[config.mk]
export PLATFORM = sky130hd
export DESIGN_NAME = sgdm_mac
export DESIGN_NICKNAME = d
export VERILOG_FILES = /design/src/sv/sgdm_pkg.sv /design/src/sv/sgdm_mac.sv
export SDC_FILE = /design/constraint.sdc
export NUM_CORES = 1
export LEC_CHECK = 0
export ABC_AREA = 0
export BUFFER_PORTS_ARGS = -buffer_cell sky130_fd_sc_hd__buf_2
export CORE_AREA = 2 2 223 225
export CTS_BUF_LIST = sky130_fd_sc_hd__clkbuf_8 sky130_fd_sc_hd__clkbuf_16
export DETAILED_ROUTE_END_ITERATION = 16
export DIE_AREA = 0 0 225 227
export PLACE_DENSITY = 0.59
export SETUP_SLACK_MARGIN = 0.5
export SLEW_MARGIN = 0
export SYNTH_ARGS = -nofsm -noshare
export SYNTH_HDL_FRONTEND = slang
export SYNTH_SLANG_ARGS = --single-unit
export TNS_END_PERCENT = 30
[constraint.sdc]
create_clock -name i_clk -period 12.55 [get_ports i_clk]
set_clock_uncertainty 0.15 [all_clocks]
set_input_delay 0 -clock i_clk [delete_from_list [all_inputs] [get_ports i_clk]]
set_output_delay 0 -clock i_clk [all_outputs]
set_load 0.01 [all_outputs]
[src/sv/sgdm_pkg.sv]
// Shared constants and register codes for the SGD momentum update core.
package sgdm_pkg;

    // Coefficient registers are unsigned fixed point of this width
    localparam int COEF_W = 16;

    // Default data and coefficient formats
    localparam int DATA_WIDTH_DEF     = 32;
    localparam int COEF_FRAC_BITS_DEF = 16;

    // Configuration register index
    localparam int CFG_IDX_W  = 3;
    localparam int CFG_DATA_W = COEF_W;

    typedef enum logic [CFG_IDX_W-1:0] {
        REG_MOMENTUM      = 3'd0,
        REG_LEARNING_RATE = 3'd1,
        REG_WEIGHT_DECAY  = 3'd2,
        REG_NESTEROV_MODE = 3'd3
    } t_cfg_reg;

endpackage

[src/sv/sgdm_mac.sv]
// Registered coefficient multiply with floor shift and clip to the data range.
module sgdm_mac #(
    parameter int DATA_WIDTH     = sgdm_pkg::DATA_WIDTH_DEF,
    parameter int COEF_FRAC_BITS = sgdm_pkg::COEF_FRAC_BITS_DEF
) (
    input  logic                         i_clk,
    input  logic                         i_en,
    input  logic signed [DATA_WIDTH-1:0] i_x,
    input  logic [sgdm_pkg::COEF_W-1:0]  i_coef,
    output logic signed [DATA_WIDTH-1:0] o_q,
    output logic                         o_clip
);

    localparam int PW = DATA_WIDTH + sgdm_pkg::COEF_W + 1;

    logic signed [PW-1:0]         n_prod;
    logic signed [PW-1:0]         r_prod;
    logic signed [PW-1:0]         w_shift;
    logic [PW-DATA_WIDTH:0]       w_hi;

    // Exact signed product, coefficient taken as unsigned
    assign n_prod = PW'(i_x) * PW'($signed({1'b0, i_coef}));

    always_ff @(posedge i_clk) begin
        if (i_en) begin
            r_prod <= n_prod;
        end
    end

    // Arithmetic shift rounds toward minus infinity
    assign w_shift = r_prod >>> COEF_FRAC_BITS;
    assign w_hi    = w_shift[PW-1:DATA_WIDTH-1];

    // Clip when the bits above the sign do not all match it
    always_comb begin
        o_clip = !((&w_hi) || (~|w_hi));
        if (o_clip) begin
            o_q = w_shift[PW-1] ? {1'b1, {(DATA_WIDTH-1){1'b0}}}
                                : {1'b0, {(DATA_WIDTH-1){1'b1}}};
        end else begin
            o_q = w_shift[DATA_WIDTH-1:0];
        end
    end

endmodule

Yosys cells after proc, flatten, opt, wreduce, memory -nomap -nowiden
Cells that the tools add are included.
Widths: inputs -> output; s select.
{"block": "word_totals", "reg_bits": 49, "latch_bits": 0, "mem_bits_rw": 0, "rom_bits": 0, "input_bits": 50, "output_inout_bits": 33, "n_memories": 0}
{"block": "op_classes", "add_sub_neg": 0, "mul": 1, "n_div": 0, "magnitude_cmp": 0, "n_eq_ne": 0, "n_shift": 0, "mux": 2, "n_bitwise": 0, "n_reduce_logical": 5}
{"operator": "$mux 32", "count": 2}
{"operator": "$mul 32x17->49", "count": 1}
{"operator": "$logic_not 1->1", "count": 2}
{"operator": "$reduce_and 2->1", "count": 1}
{"operator": "$reduce_or 2->1", "count": 1}
{"operator": "$logic_or 1x1->1", "count": 1}

Depth between registers and ports, before layout
{"block": "depth", "ltp_word": 4, "mapped_depth": 25, "ltp_nobuf": 23}

Worst setup path before layout
No wires, ideal clock.
{"block": "synth_timing", "path_type": "input port to flip-flop", "startpoint": "input i_x[31]", "endpoint": "register r_prod[44], data pin", "setup_ns": 0.261, "t_arrival_ns": 5.296, "t_required_ns": 12.139, "setup_slack_ns": 6.843, "cell_stages": 20, "path_buffers": 1, "path_cell_list": "clkbuf_1 nand2_1 fa_1 fa_1 inv_1 fa_1 fa_1 fa_1 inv_1 fa_1 inv_1 ha_1 a21oi_1 a21boi_0 a311oi_1 o21ai_0 inv_1 a21oi_2 or3_1 xor2_1"}
{"block": "synth_via", "elab_chain_cells": 1}
{"element": "from (decl)", "line": "sgdm_mac.sv:8", "text": "input logic signed [DATA_WIDTH-1:0] i_x,"}
{"element": "$mul 32x17->49", "line": "sgdm_mac.sv:22", "text": "assign n_prod = PW'(i_x) * PW'($signed({1'b0, i_coef}));"}
{"element": "named net n_prod[44]", "line": "sgdm_mac.sv:16", "text": "logic signed [PW-1:0] n_prod;"}
{"element": "to (signal assigned)", "line": "sgdm_mac.sv:26", "text": "r_prod <= n_prod;"}
{"element": "to (decl)", "line": "sgdm_mac.sv:17", "text": "logic signed [PW-1:0] r_prod;"}
The timed path passes the listed nets, and every way through them passes these cells.
A chain may end at the register's enable or synchronous reset.

Worst setup path after layout
{"block": "layout_timing", "startpoint": "input i_coef[2] in the netlist's numbering", "endpoint": "register r_prod[44], data pin"}
{"block": "layout_via", "elab_chain_cells": 1}
{"element": "from (decl)", "line": "sgdm_mac.sv:9", "text": "input logic [sgdm_pkg::COEF_W-1:0] i_coef,"}
{"element": "$mul 32x17->49", "line": "sgdm_mac.sv:22"}
{"element": "named net n_prod[44]", "line": "sgdm_mac.sv:16"}
The timed path passes the listed nets, and every way through them passes these cells.

==> qor.csv <==
stage,metric,value,unit
floorplanning,core_area,48550,sq um
placed_design,placed_area,19960,sq um
worst_setup_path,crit_family,adder cells,
timing,worst-slew-pin-transition,1.137,ns
clocking,cts_root_buffer,clkbuf_16,
run,drv_cap,0,
placed_design,dpl_worst_slack,5.889,ns
clocking,cts_tree,yes,
yosys,yosysSeqAreaShare,5.155,%
timing,setup_viol,0,
route,drtIter0Drc,657,
worst_setup_path,path_max_fanout,32,
worst_setup_path,cp-end-kind,flip-flop,
yosys,synth_edf_count,33,
final_layout,largest_register_ffs,33,
yosys,netlist_instances,2118,
floorplanning,die_area,51080,sq um
yosys,synth_top_family_by_area,adder cells,
floorplanning,rows,81,
final_layout,final_area,20120,sq um
global_routing,antenna_found_initial,5,
final_layout,drive_above_1_share,5.033,%
yosys,ys.warnings.count,0,
floorplanning,initial_utilization,39.60,%
route,drt_pre_antenna_iters,5,
yosys,synthDistinctLibCells,55,
timing,rsz0062_at_grt,no,
min_path,holdPathStages,1,
min_path,min_to,r_prod[20]$_DFFE_PP_,
placed_design,place.gp.congestion,0.8912,
worst_setup_path,crit_top_cell,fa_1,
placed_design,portBuffers,82,
yosys,synth-adder-area-share,58.33,%
yosys,synth-xor-area-share,1.822,%
final_layout,top_regs,r_prod x33,
timing,post-route-period-util,51.42,%
worst_setup_path,critPathBufInv,5,
clocking,cts_buffers,5,
global_routing,grt_pass1_wl,84.37,mm
route,final_antenna_net_count,0,
clocking,ctsHoldBuffers,0,
final_layout,top_register,r_prod,
floorplanning,die_x,225,um
global_routing,gr-total-overflow,0,
final_layout,syn2layout_area_growth,4.673,%
timing,fmax,0.1550,GHz
worst_setup_path,criticalPathCategory,in2reg,
clocking,cts_htree_levels,2,
placed_design,detailed_place_hpwl,39.36,mm
clocking,cts_sinks,33,
worst_setup_path,crit_required,12.43,ns
yosys,synth_compound_area_share,5.604,%
global_routing,grt_start_max_net_pins,34,
timing,hold_ws,0.1805,ns
route,vias_per_cell,5.077,
global_routing,grt.total_usage,21.34,%
yosys,ys_async_sr_fraction,0,%
yosys,synth_top_area_share,50.71,%
worst_setup_path,crit_chain,buf_2 -> nand2_1 -> fa_1 -> fa_1 -> inv_1 -> fa_1 -> fa_1 -> fa_1 -> inv_1 -> fa_1 -> inv_1 -> ha_1 -> a21oi_1 -> a21boi_0 -> a311oi_1 -> o21ai_0 -> inv_1 -> a21oi_2 -> or3_1 -> xor2_1,
floorplanning,ios,83,
clocking,cts_resized,0,
yosys,synth_flop_cell,edfxtp_1,
clocking,clkTransAtPathRegs,0.05,ns
yosys,synth.largest_area_cell,fa_1,
clocking,cts_buffer_depth,2,
route,detail_route.wl_per_cell,18.44,um
yosys,syn_area,19220,sq um
route,vias,13860,
yosys,yosys.area_share.simple,15.35,%
yosys,synth_seq_cells,33,
outcome,outcome,completed,
timing,slew_headroom,24.14,%
timing,fin_tns_setup,0,ns
min_path,hold_path.startpoint,i_en,
final_layout,finalNetCount,2759,
route,remaining_drc_errors,0,
timing,period_needed,6.453,ns
route,wirelength,50.33,mm
floorplanning,fp.dieH,227,um
worst_setup_path,cp.arrival,6.33,ns
clocking,cts_setup_buffers,0,
min_path,hold_path_class,in2reg,
timing,hold_viol,0,
yosys,syn_nets,2772,
final_layout,fillers,4794,
worst_setup_path,cpMaxStageDelayCell,fa_1,
yosys,synthTopCellsByArea,"fa_1, inv_1, ha_1",
global_routing,grt_pass1_vias,16230,
yosys,syn_area_per_cell,9.077,sq um
timing,finalMaxSlewViolations,0,
yosys,synth.area.mux_share,0,%
worst_setup_path,cp-start-kind,primary input,
worst_setup_path,crit_path_max_incr_delay,0.79,ns
timing,setup_slack,6.097,ns
## through the flow
step / cells / util [%]
3_3_place_gp: 2720 / 41.11
5_1_grt: 2730 / 41.45
2_1_floorplan: 2118 / -
6_report: 2730 / 41.45
4_1_cts: 2728 / 41.44
3_5_place_dp: 2720 / 41.11
## cell families after synthesis
group           Yosys count
buf+inv                 683
flops                    33
xor+xnor                 40
fa+ha+maj               604
compound gates          158
simple gates            600
## metal layers
metal / wire, um / share of wire, % / global-route usage [%] / vias up
li1: - / - / - / 6071
met1: 19390 / 39 / 24.78 / 7251
met2: 26240 / 52 / 39.79 / 400
met3: 1893 / 3.8 / 1.704 / 135
met4: 2793 / 5.5 / 10.36 / 4
met5: 14 / 0.028 / 0 / -
## cell usage in the layout (no fill, tap or decap), types with 2 or more instances in the layout
cell type | netlist | layout
o211ai_1 | 7 | 7
o21ai_0 | 18 | 18
a211oi_1 | 4 | 4
nor3_1 | 3 | 3
edfxtp_1 | 33 | 33
xnor2_1 | 25 | 25
a21oi_1 | 48 | 48
or3_1 | 4 | 4
o21a_1 | 3 | 3
o311ai_0 | 2 | 2
xor2_1 | 15 | 15
nand3_1 | 12 | 12
ha_1 | 117 | 117
and2_1 | 228 | 228
inv_1 | 581 | 582
nor2b_1 | 2 | 2
a21oi_2 | 3 | 3
a21o_1 | 47 | 47
o221ai_1 | 2 | 2
fa_1 | 487 | 487
a311oi_1 | 2 | 2
clkbuf_16 | 0 | 5
nor2_1 | 15 | 14
buf_2 | 2 | 82
nand2_1 | 309 | 309
o21ai_1 | 2 | 2
and3_1 | 7 | 7
or2_2 | 3 | 3
nand4_1 | 11 | 11
a211oi_2 | 2 | 2
o21bai_1 | 4 | 4
diode_2 | 0 | 2
o21ai_2 | 2 | 2
## layout make-up
| class | count | area (sq um) | area share [%] |
|---|---|---|---|
| antenna | 2 | 5.005 | 0.02487 |
| timing repair buffer | 82 | 410.4 | 2.039 |
| sequential | 33 | 991.0 | 4.924 |
| tap | 622 | 778.2 | 3.867 |
| inverter | 581 | 2181 | 10.84 |
| clock inverter | 3 | 37.54 | 0.1865 |
| clock buffer | 5 | 125.1 | 0.6218 |
| multi-input combinational | 1402 | 15600 | 77.50 |
## how the worst max path moves through the flow
stage                         start                    to  slack [ns]  cells after the start
final                     i_coef[2]  r_prod[44]$_DFFE_PP_        6.10                     20
after detailed placement  i_coef[2]  r_prod[44]$_DFFE_PP_        5.89                     20
after global routing      i_coef[2]  r_prod[44]$_DFFE_PP_        5.74                     20
after global placement    i_coef[4]  r_prod[32]$_DFFE_PP_        5.99                     19
after CTS                 i_coef[2]  r_prod[44]$_DFFE_PP_        6.18                     20
after floorplan             i_x[31]  r_prod[44]$_DFFE_PP_        6.84                     20
## cells in the mapped netlist (3+ instances only)
| master | instances |
|---|---|
| or2_2 | 3 |
| o211ai_1 | 7 |
| buf_4 | 3 |
| nand3_1 | 12 |
| nand4_1 | 11 |
| or3_1 | 4 |
| ha_1 | 117 |
| a211oi_1 | 4 |
| nor3_1 | 3 |
| a21oi_2 | 3 |
| nand2_1 | 309 |
| fa_1 | 487 |
| and2_1 | 228 |
| nor2_1 | 15 |
| and3_1 | 7 |
| xor2_1 | 15 |
| a21o_1 | 47 |
| o21ai_0 | 18 |
| o21bai_1 | 4 |
| xnor2_1 | 25 |
| o21a_1 | 3 |
| edfxtp_1 | 33 |
| clkbuf_1 | 92 |
| a21oi_1 | 48 |
| inv_1 | 581 |
Power is not shown: default switching activity piles up to over one toggle a cycle in this logic, so the estimate is an artifact.
